### config.mk
export PLATFORM = sky130hd
export DESIGN_NAME = early_exit_histogram_scan
export DESIGN_NICKNAME = d
export VERILOG_FILES = /design/src/rtl/eehs_pkg.sv /design/src/rtl/early_exit_histogram_scan.sv
export VERILOG_INCLUDE_DIRS = /design/src /design/src/rtl
export SDC_FILE = /design/constraint.sdc
export NUM_CORES = 1
export LEC_CHECK = 0
export BUFFER_PORTS_ARGS = -buffer_cell sky130_fd_sc_hd__buf_4
export CELL_PAD_IN_SITES_DETAIL_PLACEMENT = 1
export CELL_PAD_IN_SITES_GLOBAL_PLACEMENT = 1
export CORE_ASPECT_RATIO = 0.6
export CORE_MARGIN = 8
export CORE_UTILIZATION = 50
export DETAILED_ROUTE_END_ITERATION = 7
export HOLD_SLACK_MARGIN = 0.05
export PLACE_DENSITY = 0.82
export SYNTH_ARGS = -nofsm -noshare
export SYNTH_HDL_FRONTEND = slang
export SYNTH_SLANG_ARGS = --single-unit
### constraint.sdc
create_clock -name clk -period 10.25 [get_ports clk]
set_input_delay 2.05 -clock clk [delete_from_list [all_inputs] [get_ports clk]]
set_output_delay 2.05 -clock clk [all_outputs]
set_load 0.02 [all_outputs]
### src/rtl/early_exit_histogram_scan_macros.svh
// Assertion macros for the early-exit histogram scan.
// Used by early_exit_histogram_scan.sv; each macro expects clk and rst_n in scope.
`ifndef EARLY_EXIT_HISTOGRAM_SCAN_MACROS_SVH
`define EARLY_EXIT_HISTOGRAM_SCAN_MACROS_SVH

`ifndef ASSERT_OFF

// Same-cycle implication, disabled during reset.
`define EEHS_ASSERT_IMP(lbl, ante, cons) \
  lbl: assert property (@(posedge clk) disable iff (!rst_n) (ante) |-> (cons)) \
    else $error("assertion failed");

// Next-cycle implication, disabled during reset.
`define EEHS_ASSERT_NXT(lbl, ante, cons) \
  lbl: assert property (@(posedge clk) disable iff (!rst_n) (ante) |=> (cons)) \
    else $error("assertion failed");

`else

`define EEHS_ASSERT_IMP(lbl, ante, cons)
`define EEHS_ASSERT_NXT(lbl, ante, cons)

`endif

`endif

### src/rtl/eehs_pkg.sv
// Shared constants and types for the early-exit histogram scan.
// No dependencies; used by early_exit_histogram_scan.sv.
package eehs_pkg;

  localparam int NUM_CONF   = 7;
  localparam int CONF_W     = 16;
  localparam int CONF_USE_W = 15;
  localparam int IN_TDATA_W = NUM_CONF * CONF_W;

  localparam int THR_W    = 15;
  localparam int FIELDS_W = 3;
  localparam int CFG_W    = 15;

  localparam logic [THR_W-1:0]    THRESH_RESET = 15'd18022;
  localparam logic [FIELDS_W-1:0] FIELDS_RESET = 3'd4;

  localparam int OUT_BIN_W   = 3;
  localparam int OUT_CNT_W   = 40;
  localparam int OUT_USED_W  = OUT_BIN_W + 2 * OUT_CNT_W;
  localparam int OUT_TDATA_W = ((OUT_USED_W + 7) / 8) * 8;
  localparam int OUT_PAD_W   = OUT_TDATA_W - OUT_USED_W;

  typedef enum logic [0:0] {
    CFG_THRESHOLD = 1'b0,
    CFG_FIELDS    = 1'b1
  } cfg_idx_t;

endpackage

### src/rtl/early_exit_histogram_scan.sv
// Early-exit histogram scan: exit-index histogram kept in a synchronous memory.
// Depends on eehs_pkg and early_exit_histogram_scan_macros.svh.
//
// Samples: one transfer per cycle outside a report sweep; the bin is read at the transfer
// edge, then incremented and written back at the next edge, with a one-entry forward path
// for repeats. Reports: MAX_EXITS results via the read stage and output register, one per
// cycle while out_tready is high; in_tready stays low until the last read leaves the read
// stage, as the sweep shares the single memory read port. Reset: registers return
// to their reset values and per-bin valid bits clear at once, so no clearing pass is needed.
`include "early_exit_histogram_scan_macros.svh"

module early_exit_histogram_scan #(
  parameter int MAX_EXITS  = 8,
  parameter int COUNT_BITS = 40
) (
  input  logic                                 clk,
  input  logic                                 rst_n,
  // configuration
  input  logic                                 cfg_we,
  input  logic [0:0]                           cfg_addr,
  input  logic [eehs_pkg::CFG_W-1:0]           cfg_wdata,
  // input stream
  input  logic                                 in_tvalid,
  output logic                                 in_tready,
  input  logic [eehs_pkg::IN_TDATA_W-1:0]      in_tdata,  // conf_0 .. conf_6, 16 bits each
  input  logic                                 in_tuser,  // mode
  // result stream
  output logic                                 out_tvalid,
  input  logic                                 out_tready,
  output logic [eehs_pkg::OUT_TDATA_W-1:0]     out_tdata, // bin, bin_count, catastrophes, pad
  output logic                                 out_tlast
);

  localparam int EXIT_W = (MAX_EXITS > 1) ? $clog2(MAX_EXITS) : 1;
  localparam int CNT_W  = $clog2(MAX_EXITS + 1);
  localparam int NLIM   = (MAX_EXITS - 1 < eehs_pkg::NUM_CONF) ? MAX_EXITS - 1
                                                               : eehs_pkg::NUM_CONF;
  localparam int CW     = (COUNT_BITS > eehs_pkg::OUT_CNT_W) ? COUNT_BITS
                                                             : eehs_pkg::OUT_CNT_W;
  localparam int BW     = (EXIT_W > eehs_pkg::OUT_BIN_W) ? EXIT_W : eehs_pkg::OUT_BIN_W;
  localparam logic [eehs_pkg::OUT_BIN_W-1:0] LAST_BIN =
    eehs_pkg::OUT_BIN_W'((MAX_EXITS - 1) % 8);

  // configuration registers
  logic [eehs_pkg::THR_W-1:0]    thr_r;
  logic [eehs_pkg::FIELDS_W-1:0] fields_r;

  // histogram memory with per-bin valid bits
  logic [COUNT_BITS-1:0] mem [MAX_EXITS];
  logic [MAX_EXITS-1:0]  vld_r;
  logic [COUNT_BITS-1:0] mem_q_r;
  logic                  rd_hit_r;
  logic                  rd_en;
  logic [EXIT_W-1:0]     rd_addr;

  // sample pipeline
  logic                  s1_vld_r;
  logic [EXIT_W-1:0]     s1_idx_r;
  logic [COUNT_BITS-1:0] s1_base;
  logic [COUNT_BITS-1:0] s1_new;
  logic                  fwd_vld_r;
  logic [EXIT_W-1:0]     fwd_addr_r;
  logic [COUNT_BITS-1:0] fwd_data_r;

  logic [COUNT_BITS-1:0] cat_r;
  logic [COUNT_BITS-1:0] cat_snap_r;

  // report sweep
  logic                  rpt_busy_r;
  logic [CNT_W-1:0]      rpt_idx_r;
  logic                  rpt_issue;
  logic                  rpt_done;
  logic                  rdv_r;
  logic [EXIT_W-1:0]     rd_bin_r;
  logic                  rd_last_r;

  // output register
  logic                              out_tvalid_r;
  logic [eehs_pkg::OUT_BIN_W-1:0]    out_bin_r;
  logic [eehs_pkg::OUT_CNT_W-1:0]    out_cnt_r;
  logic [eehs_pkg::OUT_CNT_W-1:0]    out_cat_r;
  logic                              out_last_r;
  logic                              out_load;

  logic                              in_xfer;
  logic                              samp_xfer;
  logic                              rpt_xfer;
  logic [eehs_pkg::FIELDS_W-1:0]     n_use;
  logic [EXIT_W-1:0]                 samp_idx;
  logic                              samp_cat;
  logic [COUNT_BITS-1:0]             rd_cnt;
  logic [CW-1:0]                     cnt_wide;
  logic [CW-1:0]                     cat_wide;
  logic [BW-1:0]                     bin_wide;

  assign in_tready = !rpt_busy_r;
  assign in_xfer   = in_tvalid && in_tready;
  assign samp_xfer = in_xfer && !in_tuser;
  assign rpt_xfer  = in_xfer && in_tuser;

  // exit index: first checked field at or above threshold; if none, n_use and a catastrophe
  always_comb begin
    n_use = (fields_r > eehs_pkg::FIELDS_W'(NLIM)) ? eehs_pkg::FIELDS_W'(NLIM) : fields_r;
    samp_idx = EXIT_W'(n_use);
    samp_cat = 1'b1;
    for (int k = eehs_pkg::NUM_CONF - 1; k >= 0; k--) begin
      if ((eehs_pkg::FIELDS_W'(k) < n_use) &&
          (in_tdata[k*eehs_pkg::CONF_W +: eehs_pkg::CONF_USE_W] >= thr_r)) begin
        samp_idx = EXIT_W'(k);
        samp_cat = 1'b0;
      end
    end
  end

  assign out_load  = rdv_r && (!out_tvalid_r || out_tready);
  assign rpt_issue = rpt_busy_r && (rpt_idx_r != CNT_W'(MAX_EXITS)) && (!rdv_r || out_load);
  assign rpt_done  = rpt_busy_r && (rpt_idx_r == CNT_W'(MAX_EXITS)) && (!rdv_r || out_load);

  assign rd_en   = rpt_issue || samp_xfer;
  assign rd_addr = rpt_issue ? rpt_idx_r[EXIT_W-1:0] : samp_idx;
  assign rd_cnt  = rd_hit_r ? mem_q_r : '0;

  // take the write from last cycle over the stale memory read
  assign s1_base = (fwd_vld_r && (fwd_addr_r == s1_idx_r)) ? fwd_data_r : rd_cnt;
  assign s1_new  = (&s1_base) ? s1_base : s1_base + COUNT_BITS'(1);

  // memory port
  always_ff @(posedge clk) begin
    if (rd_en) begin
      mem_q_r <= mem[rd_addr];
    end
    if (s1_vld_r) begin
      mem[s1_idx_r] <= s1_new;
    end
  end

  always_ff @(posedge clk) begin
    if (!rst_n) begin
      vld_r    <= '0;
      rd_hit_r <= 1'b0;
    end else begin
      if (rd_en) begin
        rd_hit_r <= vld_r[rd_addr];
      end
      if (s1_vld_r) begin
        vld_r[s1_idx_r] <= 1'b1;
      end else if (rpt_issue) begin
        // drop the bin once it has been read out
        vld_r[rpt_idx_r[EXIT_W-1:0]] <= 1'b0;
      end
    end
  end

  // configuration
  always_ff @(posedge clk) begin
    if (!rst_n) begin
      thr_r    <= eehs_pkg::THRESH_RESET;
      fields_r <= eehs_pkg::FIELDS_RESET;
    end else if (cfg_we) begin
      case (eehs_pkg::cfg_idx_t'(cfg_addr))
        eehs_pkg::CFG_THRESHOLD: thr_r    <= cfg_wdata[eehs_pkg::THR_W-1:0];
        eehs_pkg::CFG_FIELDS:    fields_r <= cfg_wdata[eehs_pkg::FIELDS_W-1:0];
        default: ;
      endcase
    end
  end

  // sample pipeline and catastrophe counter
  always_ff @(posedge clk) begin
    if (!rst_n) begin
      s1_vld_r  <= 1'b0;
      fwd_vld_r <= 1'b0;
      cat_r     <= '0;
    end else begin
      s1_vld_r  <= samp_xfer;
      fwd_vld_r <= s1_vld_r;
      if (rpt_xfer) begin
        cat_r <= '0;
      end else if (samp_xfer && samp_cat && !(&cat_r)) begin
        cat_r <= cat_r + COUNT_BITS'(1);
      end
    end
  end

  always_ff @(posedge clk) begin
    if (samp_xfer) begin
      s1_idx_r <= samp_idx;
    end
    if (s1_vld_r) begin
      fwd_addr_r <= s1_idx_r;
      fwd_data_r <= s1_new;
    end
    if (rpt_xfer) begin
      cat_snap_r <= cat_r;
    end
  end

  // report sweep and read stage
  always_ff @(posedge clk) begin
    if (!rst_n) begin
      rpt_busy_r <= 1'b0;
      rpt_idx_r  <= '0;
      rdv_r      <= 1'b0;
    end else begin
      if (rpt_xfer) begin
        rpt_busy_r <= 1'b1;
        rpt_idx_r  <= '0;
      end else begin
        if (rpt_done) begin
          rpt_busy_r <= 1'b0;
        end
        if (rpt_issue) begin
          rpt_idx_r <= rpt_idx_r + CNT_W'(1);
        end
      end
      if (rpt_issue) begin
        rdv_r <= 1'b1;
      end else if (out_load) begin
        rdv_r <= 1'b0;
      end
    end
  end

  always_ff @(posedge clk) begin
    if (rpt_issue) begin
      rd_bin_r  <= rpt_idx_r[EXIT_W-1:0];
      rd_last_r <= (rpt_idx_r == CNT_W'(MAX_EXITS - 1));
    end
  end

  // output register
  assign cnt_wide = CW'(rd_cnt);
  assign cat_wide = CW'(cat_snap_r);
  assign bin_wide = BW'(rd_bin_r);

  always_ff @(posedge clk) begin
    if (!rst_n) begin
      out_tvalid_r <= 1'b0;
    end else if (out_load) begin
      out_tvalid_r <= 1'b1;
    end else if (out_tready) begin
      out_tvalid_r <= 1'b0;
    end
  end

  always_ff @(posedge clk) begin
    if (out_load) begin
      out_bin_r  <= bin_wide[eehs_pkg::OUT_BIN_W-1:0];
      out_cnt_r  <= cnt_wide[eehs_pkg::OUT_CNT_W-1:0];
      out_cat_r  <= cat_wide[eehs_pkg::OUT_CNT_W-1:0];
      out_last_r <= rd_last_r;
    end
  end

  assign out_tvalid = out_tvalid_r;
  assign out_tlast  = out_last_r;
  assign out_tdata  = {{eehs_pkg::OUT_PAD_W{1'b0}}, out_cat_r, out_cnt_r, out_bin_r};

  // checks
  `EEHS_ASSERT_IMP(a_rd_stage_held, rdv_r && !out_load, !rd_en)
  `EEHS_ASSERT_IMP(a_last_on_final_bin, out_tvalid_r && out_last_r, out_bin_r == LAST_BIN)
  `EEHS_ASSERT_NXT(a_report_clears, rpt_xfer, (cat_r == '0) && rpt_busy_r)
  `EEHS_ASSERT_IMP(a_no_write_in_sweep, rpt_issue, !s1_vld_r && !samp_xfer)

endmodule
Word-level counts from Yosys, hierarchy flattened
Memories as Yosys holds them, arrays and structs flattened. A register that Yosys moved wholly into a read port is not among the register bits. Index checks and enable logic that the tools add are counted.

Logic and storage cells: 126. Memories: 1. RAM bits: 320. Bits of input ports: 134. Register bits after elaboration: 250.

$add $sub $neg: 3. Order comparisons: 20. Reductions and logical operators: 37. Eq/ne operators: 4. Multiplexer cells: 35. Bitwise operators: 5.

Memories: mem (words 8, width 40, read ports 1, clocked after Yosys merged registers in 1, write ports 1, RTL line early_exit_histogram_scan.sv:49) `logic [COUNT_BITS-1:0] mem [MAX_EXITS];`.

Operator list (number): $mux W40 (3); $ge A15 B15 Y1 (7); $add A40 B1 Y40 const B (2); $reduce_and A40 Y1 (2); $mux W3 (9); $logic_and A1 B1 Y1 (20); $mux W1 (18); $mux W8 (2); $lt A3 B4 Y1 const B (3); $lt A3 B3 Y1 const A (3); $and A8 B8 Y8 (1); $not A8 Y8 (1); $or A8 B8 Y8 (1); $reduce_bool A2 Y1 (4); $demux W1 S3 (2); $ge A3 B1 Y1 const B (2); $lt A1 B3 Y1 const A (2); $lt A2 B3 Y1 const A (2); $logic_not A1 Y1 (5); $add A4 B1 Y4 const B (1); $eq A4 B3 Y1 const B (1); $eq A4 B4 Y1 const B (1); $ne A4 B4 Y1 const B (1); $reduce_and A2 Y1 (2); 6 further kinds (9).

Longest topological paths before layout
Word-level depth: 14. Gate-level depth with buffers: 14. Mapped depth without buffers: 11.

Least setup slack after synthesis
OpenSTA, ideal clock, no wires.

Path kind: input-to-reg. Start point: input out_tready. End point: register out_bin_r[0] (netlist bit), enable pin. Path buffers: 0. Slack: 3898 ps. Stages on the path: 2. Data required time: 9713 ps. Arrival time: 5815 ps. Cell sequence: nor2b_1 nor2b_1.

Cells in the longest elaborated chain, start to end: 2.

RTL lines: start, declared (RTL line early_exit_histogram_scan.sv:29) `input logic out_tready,`; $logic_or A1 B1 Y1 (RTL line early_exit_histogram_scan.sv:115) `assign out_load = rdv_r && (!out_tvalid_r || out_tready);`; $logic_and A1 B1 Y1 (RTL line early_exit_histogram_scan.sv:115); net out_load (RTL line early_exit_histogram_scan.sv:83) `logic out_load;`; end signal, assigned (RTL line early_exit_histogram_scan.sv:248) `out_bin_r <= bin_wide[eehs_pkg::OUT_BIN_W-1:0];`; end, declared (RTL line early_exit_histogram_scan.sv:79) `logic [eehs_pkg::OUT_BIN_W-1:0] out_bin_r;`.

The timed path passes the listed nets, and every way through them passes these cells. A chain may end at the register's enable or synchronous reset.

Final worst setup path
Start point: input in_tdata[82] (netlist bit). End point: register mem_q_r[8] (read register of mem), data pin.

Cells in the longest elaborated chain, start to end: 9.

RTL lines: start, declared (RTL line early_exit_histogram_scan.sv:25) `input logic [eehs_pkg::IN_TDATA_W-1:0] in_tdata,`; $ge A15 B15 Y1 (RTL line early_exit_histogram_scan.sv:108) `(in_tdata[k*eehs_pkg::CONF_W +: eehs_pkg::CONF_USE_W] >= thr_r)) begin`; $logic_and A1 B1 Y1 (RTL line early_exit_histogram_scan.sv:107) `if ((eehs_pkg::FIELDS_W'(k) < n_use) &&`; $mux W3 (6 in series) (RTL line early_exit_histogram_scan.sv:107); $mux W3 (RTL line early_exit_histogram_scan.sv:120) `assign rd_addr = rpt_issue ? rpt_idx_r[EXIT_W-1:0] : samp_idx;`; end, declared (RTL line early_exit_histogram_scan.sv:51) `logic [COUNT_BITS-1:0] mem_q_r;`.

No other way between the ends.

==> impl_results.md <==
* Status: finished clean
* Required @ worst endpoint at about 11000 ps
* Synth Area in Simple Gates at ~8.7%
* Met3 WL post-DR at roughly 3700 um
* Vias per inst at around 5.9
* Largest net degree at the start of global routing at approximately 110
* Area Overhead vs Synth at 15.6%
* Die Y at between 150 and 200 um
* CTS Sinks at between 600 and 700
* Final Max Tran Viols at 0
* Critical Path Source: in_tdata[82]
* Largest family of logic cells by synthesized area: multiplexers
* Post-Synth Adder-Cell Area at approximately 5%
* Slew Limit Headroom at a little over an eighth
* Global-route wire length before repair at around 110000 um
* Endpoints failing hold at 0
* Post-synthesis xor/xnor area fraction at 2.67%
* Main flop type after synthesis: edfxtp_1
* Synth Register Bits at 610
* Die width at 318 um
* Maximum buffer depth of the clock tree at 3
* Synth unique cells at between 70 and 80
* Number of port buffers at 212
* Post-route minimum period at around 5800 ps
* Synth warn at 0
* Pre-antenna DRT Iters at 5
* Io pins at between 200 and 250
* Final Cycle Share at between 50 and 60%
* Wire length on met1 at around 33000 um
* Commonest non-fill, non-tap cells in the layout: edfxtp_1, mux2i_1, buf_4, nand2_1, ha_1
* Peak supply drop at ~0.14 mV
* Setup violations, final at 0
* Synth Area in Compound Gates at 5.25%
* Total global routing overflow at 0
* CTS buffer count at 56
* Post-CTS setup buffer count at 0
* Slowest Stage Delay on Critical Path at 770 ps
* Initial antenna violation count at 2
* Nets at 2417
* Detail Route met2 WL at approximately 36000 um
* Die ar. at between 60000 and 70000 um^2
* Worst-margin pin slew at 1280 ps
* TritonCTS clock tree: built
* Final wirelength at around 75000 um
* Fmax at about 0.17 GHz
* EDFF count, synth at ~530
* Via count at 17.2k
* Crit path max fanout at 51
* Reg2Reg Depth at 10
* Clock Tree Root: clkbuf_16
* Setup TNS at 0 ps
* Initial DRC count at about 1.4k
* Skew-Pair Late Insertion Delay at 620 ps
* Mapped Cells at approximately 1.9k
* Cell Chain, Critical Path: buf_4, ha_1, nand2_1, o21ai_0, nor3b_1, o311ai_0, a21o_1, a31oi_4, buf_4, mux2i_1, mux2i_1, mux2_2
* Area of the mapped netlist at roughly 27000 um^2
* Htree depth at 2
* Final ANT Viol Nets at 0
* Max cap viols at 0
* DR top layer: met5
* FP Rows at 66
* HP Class: reg2reg
* Gpl congestion at 0.876
* Clock-pin slew on the worst setup and hold paths at 60 ps
* Avg Cell Area, Syn at 14.0 um^2
* Total GRT Usage at between 20% and 30%
* Routed wire per std cell at 25.5 um
* Vias in the first global route at 18.4k
* RSZ-0062 raised after global routing: no
* Number of gates resized after CTS at 0
* DR DRC count at 0
* Worst R2R Start: s1_idx_r[1]
* PwrDens at between 150 and 200 nW/um^2
* Cts hold-fix bufs at 0
* Core Util, Final at 58.4%
* Worst min-delay path startpoint: cat_snap_r[7]
* Initial core utilization at around half
* Fin cells at a little under 3k
* Post-DP HPWL at between 50000 and 60000 um
* Critical Path AT at slightly above 6000 ps
* Mux cell area share after synthesis at a little under an eighth
* Crit path kind: in2reg
* Placed Instances at between 2k and 3k
* Core area at between 50000 and 60000 um^2
* Commonest non-fill, non-tap cell in the layout: edfxtp_1
* Slowest cell on crit path: buf_4
* Worst setup SP type: input pin
* Static leakage at 11.4 nW
* Critical Path Sink Type: register
* Register area share after synthesis at ~64%
* Async S/R FF share, synth at 0%
* Proportion of layout cells with a drive suffix above 1 at between 10% and 20%
* Clock Skew at approximately 27 ps
* Hold depth at 0
-- where the power goes --
group          switching (mW)  leakage, nW  total, mW  internal (mW)
clock                   0.924        0.879       2.08           1.16
sequential             0.0407         5.61       2.85           2.81
combinational           0.461         4.87      0.789          0.328
-- final timing paths --
| check | slack, ps | endpoint |
|---|---|---|
| setup reg to reg | 5210 | mem[5][35] |
| setup / recovery | 4490 | mem_q_r[8] |
| hold / removal | 420 | out_cat_r[7] |
| hold reg to reg | 420 | out_cat_r[7] |
-- logic make-up after synthesis --
group / after synthesis
AOI/OAI and AO/OA: 220
xor gates and xnor gates: 83
adders and majority gates: 109
buffers and inverters: 127
DFF: 610
muxes: 317
other: 1
and+or+nand+nor: 482
-- registers in the layout, summed over array words and instances (netlist names), 3 cells and up --
| register | flops |
|---|---|
| mem_q_r | 40 |
| thr_r | 15 |
| bin_wide | 3 |
| fwd_addr_r | 3 |
| fwd_data_r | 40 |
| fields_r | 3 |
| out_bin_r | 3 |
| out_cnt_r | 40 |
| vld_r | 8 |
| out_cat_r | 40 |
| cat_r | 40 |
| rpt_idx_r | 4 |
| cat_snap_r | 40 |
| mem | 320 |
| s1_idx_r | 3 |
-- routing by layer --
metal,vias to the layer above,global-route usage (%)
li1,7775,-
met1,8803,31.9
met2,518,39.1
met3,126,3.30
met4,2,6.57
met5,-,0
-- critical path: cells and delay by family --
| kind | cells | cell delay [ps] |
|---|---|---|
| buf+inv | 2 | 880 |
| compound gates | 4 | 1740 |
| fa+ha+maj | 1 | 300 |
| simple gates | 2 | 320 |
| mux | 3 | 720 |
-- cell usage after synthesis, drive strengths merged (3+ instances only) --
master | instances | area share [%]
edfxtp | 534 | 59
mux2i | 264 | 9.7
nand2 | 143 | 2.0
ha | 109 | 5.0
nor2 | 108 | 1.5
dfxtp | 76 | 5.6
a21oi | 65 | 1.2
xnor2 | 60 | 1.9
mux2 | 53 | 2.2
inv | 52 | 0.72
nand3 | 50 | 0.94
o21ai | 50 | 0.92
buf | 49 | 1.0
nor3 | 40 | 0.75
and2 | 36 | 0.83
clkbuf | 25 | 0.34
nand4 | 23 | 0.53
xor2 | 23 | 0.74
o211ai | 17 | 0.47
and3 | 14 | 0.32
a21o | 13 | 0.36
a21boi | 12 | 0.33
and4 | 12 | 0.39
o21a | 11 | 0.30
nand2b | 10 | 0.23
or3 | 10 | 0.23
a31oi | 9 | 0.21
nor2b | 9 | 0.21
nor4 | 9 | 0.21
a211oi | 7 | 0.19
nor3b | 5 | 0.16
a211o | 4 | 0.13
a31o | 4 | 0.13
a221oi | 3 | 0.096
a41oi | 3 | 0.12
o2111ai | 3 | 0.096
or2 | 3 | 0.069
or4 | 3 | 0.096
-- per-stage QoR --
| stage | setup slack (ps) | hold WS, ps | total power [mW] | area (um^2) |
|---|---|---|---|---|
| 2_1_floorplan | 3900 | 400 | 3.43 | 27300 |
| 3_3_place_gp | 4000 | 402 | 3.63 | 29700 |
| 3_5_place_dp | 3870 | 406 | 3.69 | 29700 |
| 4_1_cts | 4530 | 421 | 5.76 | 31500 |
| 5_1_grt | 4210 | 423 | 5.90 | 31500 |
| 6_report | 4490 | 418 | 5.72 | 31500 |
-- final cells by class --
class | count | area, um^2
Fill cell | 5241 | 22500
Sequential cell | 610 | 17600
Multi-Input combinational cell | 1216 | 9260
Timing Repair Buffer | 237 | 1790
Clock buffer | 71 | 1490
Tap cell | 714 | 893
Clock inverter | 34 | 330
Inverter | 53 | 199
Antenna cell | 2 | 5.00
No activity file was read; power rests on OpenSTA's default activity.
